<file path="config.mk">
export PLATFORM = sky130hd
export DESIGN_NAME = three_wire_serial_byte_master_top_flat
export DESIGN_NICKNAME = d
export VERILOG_FILES = /design/src/rtl/tws_pkg.sv /design/src/rtl/tws_in_if.sv /design/src/rtl/tws_out_if.sv /design/src/rtl/three_wire_serial_byte_master_top.sv /design/src/rtl/tws_step.sv /design/src/flat_wrapper.sv
export SDC_FILE = /design/constraint.sdc
export NUM_CORES = 1
export LEC_CHECK = 0
export BUFFER_PORTS_ARGS = -buffer_cell sky130_fd_sc_hd__buf_2
export CAP_MARGIN = 40
export CORE_UTILIZATION = 54
export DETAILED_ROUTE_END_ITERATION = 8
export PLACE_DENSITY = 0.78
export SLEW_MARGIN = 5
export SYNTH_ARGS = -nofsm -noshare
export SYNTH_HDL_FRONTEND = slang
export SYNTH_SLANG_ARGS = --single-unit
</file>
<file path="constraint.sdc">
create_clock -name i_clk -period 8.98 [get_ports i_clk]
set_input_delay 0.449 -clock i_clk [delete_from_list [all_inputs] [get_ports i_clk]]
set_output_delay 0.449 -clock i_clk [all_outputs]
set_load 0.05 [all_outputs]
</file>
<file path="src/rtl/tws_pkg.sv">
// Shared types and constants for the three-wire serial byte master.
// No dependencies; used by the interfaces, the step logic and the top level.
package tws_pkg;

    localparam int BITS_PER_BYTE = 8;

    // Transaction phase codes
    localparam logic [2:0] PH_IDLE  = 3'd0;
    localparam logic [2:0] PH_LOW   = 3'd1;
    localparam logic [2:0] PH_CMD   = 3'd2;
    localparam logic [2:0] PH_WDATA = 3'd3;
    localparam logic [2:0] PH_RDATA = 3'd4;
    localparam logic [2:0] PH_DONE  = 3'd5;

    // Command byte markers
    localparam logic [7:0] CMD_READ  = 8'h81;
    localparam logic [7:0] CMD_WRITE = 8'h80;

    localparam logic [7:0] HALF_PERIOD_RESET = 8'd4;

    typedef struct packed {
        logic       start_req;
        logic       opcode;
        logic [5:0] reg_address;
        logic [7:0] write_data;
        logic       data_in;
    } t_in_item;

    typedef struct packed {
        logic       chip_enable;
        logic       serial_clock;
        logic       data_out;
        logic       data_drive;
        logic       busy_res;
        logic       done_res;
        logic [7:0] read_data;
    } t_out_item;

    typedef struct packed {
        logic [2:0] phase;
        logic [3:0] bit_count;
        logic [7:0] shift_out;
        logic [7:0] shift_in;
        logic [7:0] divider_count;
        logic       clock_level;
        logic       is_write;
        logic [7:0] pending_data;
    } t_state;

endpackage

</file>
<file path="src/rtl/tws_in_if.sv">
// Input channel of the serial master: one tick beat per transfer.
// Depends on tws_pkg for the payload type.
interface tws_in_if;
    logic              valid;
    logic              ready;
    tws_pkg::t_in_item data;

    modport source (output valid, output data, input ready);
    modport sink   (input valid, input data, output ready);
endinterface

</file>
<file path="src/rtl/tws_out_if.sv">
// Result channel of the serial master: pin levels and status per beat.
// Depends on tws_pkg for the payload type.
interface tws_out_if;
    logic               valid;
    logic               ready;
    tws_pkg::t_out_item data;

    modport source (output valid, output data, input ready);
    modport sink   (input valid, input data, output ready);
endinterface

</file>
<file path="src/rtl/three_wire_serial_byte_master_top.sv">
// Three-wire serial byte master: chip enable, serial clock and data pin driver.
// Depends on tws_pkg, tws_in_if, tws_out_if and tws_step.
//
// Each input beat is one tick. A start request while idle begins a transaction:
// the lines are held low for one clock half period, then chip enable rises and a
// command byte (address and read/write flag) goes out LSB first, followed by the
// write byte or eight sampled read bits. Each tick yields one result beat with the
// pin levels, busy, a one-tick done flag and the last read byte. The block takes
// one beat per cycle; the tick's state update is a single pass of tws_step between
// the state register and the result register, and a new beat is accepted whenever
// the result register is empty or being drained in the same cycle. Half period
// length in ticks is set by the configuration register (0 acts as 1, reset 4).
module three_wire_serial_byte_master_top (
    input  logic       i_clk,
    input  logic       i_rst_n,
    tws_in_if.sink     i_in,
    tws_out_if.source  o_res,
    input  logic       i_cfg_we,
    input  logic [7:0] i_cfg_wdata
);

    tws_pkg::t_state    r_state;
    tws_pkg::t_state    n_state;
    tws_pkg::t_out_item r_res;
    tws_pkg::t_out_item n_res;
    logic               r_res_valid;
    logic [7:0]         r_half_period;
    logic               accept;

    tws_step u_step (
        .i_state       (r_state),
        .i_item        (i_in.data),
        .i_half_period (r_half_period),
        .o_state       (n_state),
        .o_res         (n_res)
    );

    assign i_in.ready  = !r_res_valid || o_res.ready;
    assign accept      = i_in.valid && i_in.ready;
    assign o_res.valid = r_res_valid;
    assign o_res.data  = r_res;

    always_ff @(posedge i_clk) begin
        if (!i_rst_n) begin
            r_half_period <= tws_pkg::HALF_PERIOD_RESET;
        end else if (i_cfg_we) begin
            r_half_period <= i_cfg_wdata;
        end
    end

    always_ff @(posedge i_clk) begin
        if (!i_rst_n) begin
            r_state     <= '0;
            r_res_valid <= 1'b0;
        end else begin
            if (accept) begin
                r_state     <= n_state;
                r_res_valid <= 1'b1;
            end else if (o_res.ready) begin
                r_res_valid <= 1'b0;
            end
        end
    end

    always_ff @(posedge i_clk) begin
        if (accept) begin
            r_res <= n_res;
        end
    end

    a_busy_done_excl: assert property (@(posedge i_clk) disable iff (!i_rst_n)
        r_res_valid |-> !(r_res.busy_res && r_res.done_res))
        else $error("busy and done both set in one result");

    a_done_after_data: assert property (@(posedge i_clk) disable iff (!i_rst_n)
        (r_state.phase == tws_pkg::PH_DONE) && !$stable(r_state.phase) |->
            ($past(r_state.phase) == tws_pkg::PH_WDATA)
            || ($past(r_state.phase) == tws_pkg::PH_RDATA))
        else $error("done reached without a data byte");

    a_ce_implies_busy: assert property (@(posedge i_clk) disable iff (!i_rst_n)
        r_res_valid && r_res.chip_enable |-> r_res.busy_res)
        else $error("chip enable outside a transaction");

    a_read_byte_on_done: assert property (@(posedge i_clk) disable iff (!i_rst_n)
        !$stable(r_state.shift_in) |-> (r_state.phase == tws_pkg::PH_DONE))
        else $error("read byte changed outside the end of a read");

    a_ready_when_empty: assert property (@(posedge i_clk) disable iff (!i_rst_n)
        !r_res_valid |-> i_in.ready)
        else $error("input stalled with an empty result register");

endmodule

</file>
<file path="src/rtl/tws_step.sv">
// Next-state and pin logic for one tick of the serial master.
// Purely combinational; depends on tws_pkg.
module tws_step (
    input  tws_pkg::t_state    i_state,
    input  tws_pkg::t_in_item  i_item,
    input  logic [7:0]         i_half_period,
    output tws_pkg::t_state    o_state,
    output tws_pkg::t_out_item o_res
);

    tws_pkg::t_state n;
    logic [7:0]      limit;
    logic            active;

    always_comb begin
        n     = i_state;
        limit = (i_half_period == 8'd0) ? 8'd1 : i_half_period;
        if ((i_state.phase < tws_pkg::PH_LOW) || (i_state.phase > tws_pkg::PH_RDATA)) begin
            if (i_item.start_req) begin
                n.is_write      = i_item.opcode;
                n.shift_out     = {1'b0, i_item.reg_address, 1'b0}
                                  | (i_item.opcode ? tws_pkg::CMD_WRITE : tws_pkg::CMD_READ);
                n.pending_data  = i_item.write_data;
                n.phase         = tws_pkg::PH_LOW;
                n.divider_count = 8'd0;
                n.clock_level   = 1'b0;
                n.bit_count     = 4'd0;
            end else begin
                n.phase = tws_pkg::PH_IDLE;
            end
        end else if (({1'b0, i_state.divider_count} + 9'd1) >= {1'b0, limit}) begin
            n.divider_count = 8'd0;
            if (i_state.phase == tws_pkg::PH_LOW) begin
                n.phase       = tws_pkg::PH_CMD;
                n.bit_count   = 4'd0;
                n.clock_level = 1'b0;
            end else if (!i_state.clock_level) begin
                // sample just before the rising edge
                if (i_state.phase == tws_pkg::PH_RDATA) begin
                    n.pending_data = {i_item.data_in, i_state.pending_data[7:1]};
                end
                n.clock_level = 1'b1;
            end else begin
                n.clock_level = 1'b0;
                if (i_state.phase != tws_pkg::PH_RDATA) begin
                    n.shift_out = {1'b0, i_state.shift_out[7:1]};
                end
                n.bit_count = i_state.bit_count + 4'd1;
                if (n.bit_count >= 4'(tws_pkg::BITS_PER_BYTE)) begin
                    if (i_state.phase == tws_pkg::PH_CMD) begin
                        n.bit_count = 4'd0;
                        if (i_state.is_write) begin
                            n.shift_out = i_state.pending_data;
                            n.phase     = tws_pkg::PH_WDATA;
                        end else begin
                            n.pending_data = 8'd0;
                            n.phase        = tws_pkg::PH_RDATA;
                        end
                    end else if (i_state.phase == tws_pkg::PH_WDATA) begin
                        n.phase = tws_pkg::PH_DONE;
                    end else begin
                        n.shift_in = i_state.pending_data;
                        n.phase    = tws_pkg::PH_DONE;
                    end
                end
            end
        end else begin
            n.divider_count = i_state.divider_count + 8'd1;
        end
    end

    assign active = (n.phase == tws_pkg::PH_CMD) || (n.phase == tws_pkg::PH_WDATA)
                    || (n.phase == tws_pkg::PH_RDATA);

    always_comb begin
        o_res.chip_enable  = active;
        o_res.serial_clock = active & n.clock_level;
        o_res.data_out     = ((n.phase == tws_pkg::PH_CMD) || (n.phase == tws_pkg::PH_WDATA))
                             & n.shift_out[0];
        o_res.data_drive   = (n.phase == tws_pkg::PH_LOW) || (n.phase == tws_pkg::PH_CMD)
                             || (n.phase == tws_pkg::PH_WDATA);
        o_res.busy_res     = (n.phase >= tws_pkg::PH_LOW) && (n.phase <= tws_pkg::PH_RDATA);
        o_res.done_res     = (n.phase == tws_pkg::PH_DONE);
        o_res.read_data    = n.shift_in;
    end

    assign o_state = n;

endmodule

</file>
<file path="src/flat_wrapper.sv">
// flat-port wrapper written by rule: the top's interface ports become plain ports
module three_wire_serial_byte_master_top_flat 
  (i_clk, i_rst_n, i_cfg_we, i_cfg_wdata, i_in_valid, i_in_data, i_in_ready, o_res_valid, o_res_data, o_res_ready);
  tws_in_if i_in_i ();
  tws_out_if o_res_i ();
  input  logic i_clk;
  input  logic i_rst_n;
  input  logic i_cfg_we;
  input  logic [7:0] i_cfg_wdata;
  input wire logic [$bits(i_in_i.valid)-1:0] i_in_valid;
  input wire logic [$bits(i_in_i.data)-1:0] i_in_data;
  output wire logic [$bits(i_in_i.ready)-1:0] i_in_ready;
  output wire logic [$bits(o_res_i.valid)-1:0] o_res_valid;
  output wire logic [$bits(o_res_i.data)-1:0] o_res_data;
  input wire logic [$bits(o_res_i.ready)-1:0] o_res_ready;
  assign i_in_i.valid = i_in_valid;
  assign i_in_i.data = i_in_data;
  assign i_in_ready = i_in_i.ready;
  assign o_res_valid = o_res_i.valid;
  assign o_res_data = o_res_i.data;
  assign o_res_i.ready = o_res_ready;
  three_wire_serial_byte_master_top u_core (.i_clk(i_clk), .i_rst_n(i_rst_n), .i_in(i_in_i), .o_res(o_res_i), .i_cfg_we(i_cfg_we), .i_cfg_wdata(i_cfg_wdata));
endmodule
</file>
# Yosys cells after proc, flatten, opt, wreduce, memory -nomap -nowiden
# Cells that the tools add are included.
# word_totals
elab_cells,99
in_bits,30
register_bits,64
# op_classes
n_mux,34
add_sub_neg,3
bitwise_logic,3
magnitude_cmp,6
n_eq_ne,15
n_reduce_logical,20
# ops
cell,count
$mux W8,15
$mux W23,3
$mux W12,2
$mux W18,1
$mux W16,1
$mux W15,1
$eq A3 B2 Y1 const B,4
$ne A3 B3 Y1 const B,4
$add A8 B1 Y9 const B,1
$eq A3 B3 Y1 const B,3
$ge A9 B8 Y1,1
$mux W9,1
$add A8 B1 Y8 const B,1
$logic_not A8 Y1,1
$or A7 B8 Y8,1
$reduce_and A8 Y1,1
$mux W1,7
$mux W7,1
$eq A3 B1 Y1 const B,2
$logic_or A1 B1 Y1,6
$mux W3,2
$reduce_bool A2 Y1,3
$reduce_bool A3 Y1,2
$reduce_and A5 Y1,1
other kinds (13),16

# Depth between registers and ports, before layout
# depth
ltp_word,13
ltp_mapped,13
mapped_depth_nobuf,12

# By module
# Synthesis repeated with hierarchy kept, for this count alone.
# unflattened
cells_unflattened,444
hier_area_um2,4107.7
# by_module_without_submodules
module,cells_each,seq_area_each_um2,instances,area_each_um2
three_wire_serial_byte_master_top,223,1421.4,1,2437.3
tws_step,221,0.0,1,1670.4

# Worst setup path after synthesis
# OpenSTA, ideal clock, no wires.
# synth_path
path_kind,register to register
startpoint,register u_core.r_state[10] in the netlist's numbering
endpoint,register u_core.r_state[30] in the netlist's numbering
slack_ns,6.091
required_time_ns,8.859
synth_period_minus_slack_ns,2.889
arrival_time_ns,2.768
stages_incl_launch_ff,14
path_cell_list,dfxtp_1 -> ha_1 -> and4_4 -> nand2_1 -> xnor2_1 -> ha_1 -> a21oi_1 -> o22ai_1 -> nor3_4 -> a21boi_0 -> o211a_1 -> buf_2 -> o21ai_0 -> a21oi_1
# synth_between
elab_chain_len,4
# synth_lines
item,line,source
start: declaration,three_wire_serial_byte_master_top.sv:22,tws_pkg::t_state r_state;
start signal: assignment,three_wire_serial_byte_master_top.sv:57,r_state <= n_state;
$add A8 B1 Y9,tws_step.sv:31,"end else if (({1'b0, i_state.divider_count} + 9'd1) >= {1'b0, limit}) begin"
$ge A9 B8 Y1,tws_step.sv:31,
$reduce_bool A2 Y1 (no source line),--,
$reduce_and A5 Y1 (no source line),--,
# Every way passes these cells.
# A chain may end at the register's enable or synchronous reset.

# Worst setup path after layout
# layout_path
startpoint,register u_core.r_state[12] in the netlist's numbering
endpoint,register u_core.r_state[21] in the netlist's numbering
# layout_between
elab_chain_len,4
# layout_lines
item,line,source
$add A8 B1 Y9,tws_step.sv:31,
$ge A9 B8 Y1,tws_step.sv:31,
$mux W23,tws_step.sv:31,
$mux W8,tws_step.sv:18,if ((i_state.phase < tws_pkg::PH_LOW) || (i_state.phase > tws_pkg::PH_RDATA)) begin
# Every way passes these cells. The select of a mux whose other input is x is not followed.

==> impl_metrics.yaml <==
worst_setup_path:
  reg2reg_from: "u_core.r_state[12]"
  r2r-end: "u_core.r_state[21]"
  reg2regPathDepth: 12
  arrival_ns: 3.75
  critPathKind: "reg2reg"
  required_ns: 9.21
  ff2ff_setup_slack_ns: 5.45
  crit_path_end_kind: "register"
  startpoint_type: "register"
  critPathMaxFanout: 9
final_layout:
  drive_gt1_share_pct: 19.7
  regArea_mm2: 0.00142
  postLayoutCoreUtil_pct: 63.5
  multi_input_area_mm2: 0.00181
  diodes: 0
  areaGrowthSynthToFinish_pct: 12.2
  stdcell_count: 486
  finalNetCount: 446
  finalInstanceArea_mm2: 0.00380
  fillers: 500
drt:
  vias_per_cell: 6.08
  dr_wl_met2_um: 3520
  postRouteAntennaNets: 0
  met1_length_um: 3450
  routed_wl_um: 7530
  drc: 0
  firstDrtPassIters: 5
  drt_iter0_markers: 233
  wl_per_cell_um: 15.5
  top_layer: "met4"
  routed-wl-met3_um: 415
  num_vias: 2955
cts:
  cts_resized: 0
  worstSkewPairLatency_ns: 0.35
  clk_pin_slew_ns: 0.08
  cts_tree: "done"
  post_cts_buffers: 0
  cts.sinks: 64
  clock_path_buffers: 2
  root_buffer: "clkbuf_8"
  holdBufCountCts: 0
  htree_num_levels: 3
  cts_buffers: 9
timing:
  finalSetupTns_ns: 0
  period_share_pct: 39.3
  finClkSkew_ns: 0.0116
  setup_viol: 0
  worst_slew_pin_slew_ns: 0.889
  finalHoldViolations: 0
  fmax_ghz: 0.284
  slew_viol_final: 0
  setup_slack_ns: 5.45
  max-slew-margin-rel_pct: 40.4
  min_period_ns: 3.53
  rsz0062_at_grt: "no"
logic_synthesis:
  syn_inst: 369
  synth_commonest_cells: "50 x dfxtp_1, 37 x nor2_1, 28 x nand2_1"
  synth_top_area_share_pct: 29.5
  syn_avg_cell_area_um2: 9.19
  ys_ff_latch: 64
  synth_nets: 409
  synth-main-ff-cell: "dfxtp_1"
  synthesis.area_mm2: 0.00339
  yosys_warnings: 0
  yosysSeqAreaShare_pct: 41.9
  synth.most_common_cell: "dfxtp_1"
  synth.distinct_cells: 61
  synth_top_area_cell: "dfxtp_1"
  synthTopCellsByArea: "dfxtp_1 30%, edfxtp_1 12%, mux2i_1 5.3%"
  async_flop_share_pct: 0
  synth-edff-count: 14
flow_run:
  cap_violations: 0
floorplan:
  core-area_mm2: 0.00599
  dieHeight_um: 81.2
  initial_utilization_pct: 56.6
  dieArea_mm2: 0.00660
  num_rows: 28
  ios: 46
  die_width_um: 81.2
grt:
  antenna_found_initial: 0
  grt_max_degree: 26
  overflow: 0
  grt_pass1_vias: 2568
  grt_usage_pct: 24.9
  grt_pass1_wl_um: 12300
pwr:
  vdd_drop_max_mv: 0.137
  power_density_mw_per_mm2: 181
  p_leak_nw: 1.51
place:
  placed_cell_area_mm2: 0.00361
  hpwl_um: 5250
  port_buffers: 45
  dp_cells: 470
  pre_cts_ws_ns: 5.49
  place_congestion: 0.870
worst_hold_path:
  worstHoldStart: "i_cfg_wdata[2]"
  worstHoldEndpoint: "u_core.r_half_period[2]"
  hold_depth: 3
  min_path_type: "in2reg"
status:
  status: "completed"
## critical path: stages (launching register included)
cell and delay [ns]:
dfxtp_1 0.44, nand3_1 0.18, nor2_1 0.27, nand3_1 0.14, xnor2_1 0.16, ha_1 0.32
nand3_1 0.11, nor2_1 0.16, nand2_1 0.22, a211oi_4 0.57, and2_1 0.51, mux2i_1 0.26
nor2_1 0.06
## state kept, by name (all words and copies together) (netlist names)
register              flops
u_core.o_res.data        14
u_core.o_res.valid        1
u_core.r_half_period      8
u_core.r_state           41
## worst max path at each step
stage | startpoint | endpoint | slack [ns]
2_1_floorplan | u_core.r_state[10] | u_core.r_state[30] | 6.09
3_3_place_gp | u_core.r_state[12] | u_core.r_state[22] | 5.57
3_5_place_dp | u_core.r_state[12] | u_core.r_state[21] | 5.49
4_1_cts | u_core.r_state[12] | u_core.r_state[24] | 5.46
5_1_grt | u_core.r_state[12] | u_core.r_state[21] | 5.07
6_report | u_core.r_state[12] | u_core.r_state[21] | 5.45
## per-stage QoR
step / power (mW) / hold slack (ns)
2_1_floorplan: 0.420 / 0.456
3_3_place_gp: 0.446 / 0.470
3_5_place_dp: 0.449 / 0.487
4_1_cts: 0.692 / 0.307
5_1_grt: 0.717 / 0.337
6_report: 0.687 / 0.321
## cells by family after synthesis
family / share of synthesized area (%)
compound gates: 19.3
xor+xnor: 2.88
fa+ha+maj: 3.99
buf+inv: 4.58
flops: 41.9
mux: 7.97
simple gates: 19.4
## cell type report
cell class	instances	area share, %
clock buffer	10	3.36
timing repair buffer	46	6.12
clock inverter	6	1.61
multi-input combinational	271	47.7
tap	75	2.47
sequential	64	37.4
inverter	14	1.38
## layer usage
metal  GRT usage [%]  vias up
met5               0        -
met4            10.4        0
met3            5.62       18
met2            39.5      113
met1            32.5     1396
li1                -     1428
## report_power, final
group,total [mW],internal [mW],switching [mW]
clock,0.243,0.127,0.116
sequential,0.328,0.311,0.0165
combinational,0.117,0.0404,0.0764
## layout by cell type (no fill, tap or decap), drive strengths merged, types with 2 or more instances in the layout
| cell type | netlist | final |
|---|---|---|
| xor2 | 4 | 4 |
| nor2b | 11 | 11 |
| a21oi | 23 | 23 |
| and2 | 3 | 3 |
| o211ai | 3 | 3 |
| and3 | 2 | 2 |
| nor2 | 39 | 39 |
| a211oi | 5 | 5 |
| o21ai | 22 | 22 |
| dfxtp | 50 | 50 |
| clkinv | 1 | 5 |
| nand2 | 28 | 28 |
| xnor2 | 5 | 5 |
| nand3b | 2 | 2 |
| or3b | 2 | 2 |
| mux2 | 8 | 8 |
| o31ai | 2 | 2 |
| and4 | 2 | 2 |
| nand2b | 2 | 2 |
| nand3 | 22 | 22 |
| clkbuf | 13 | 10 |
| a221oi | 8 | 8 |
| a2bb2oi | 7 | 7 |
| mux2i | 18 | 18 |
| ha | 10 | 10 |
| buf | 7 | 46 |
| a31oi | 2 | 2 |
| inv | 13 | 13 |
| edfxtp | 14 | 14 |
| a21boi | 2 | 2 |
| a311oi | 4 | 4 |
| o311a | 2 | 2 |
| a22oi | 4 | 4 |
| nor3 | 12 | 12 |
| o311ai | 2 | 2 |
(Power assumes the default switching activity.)
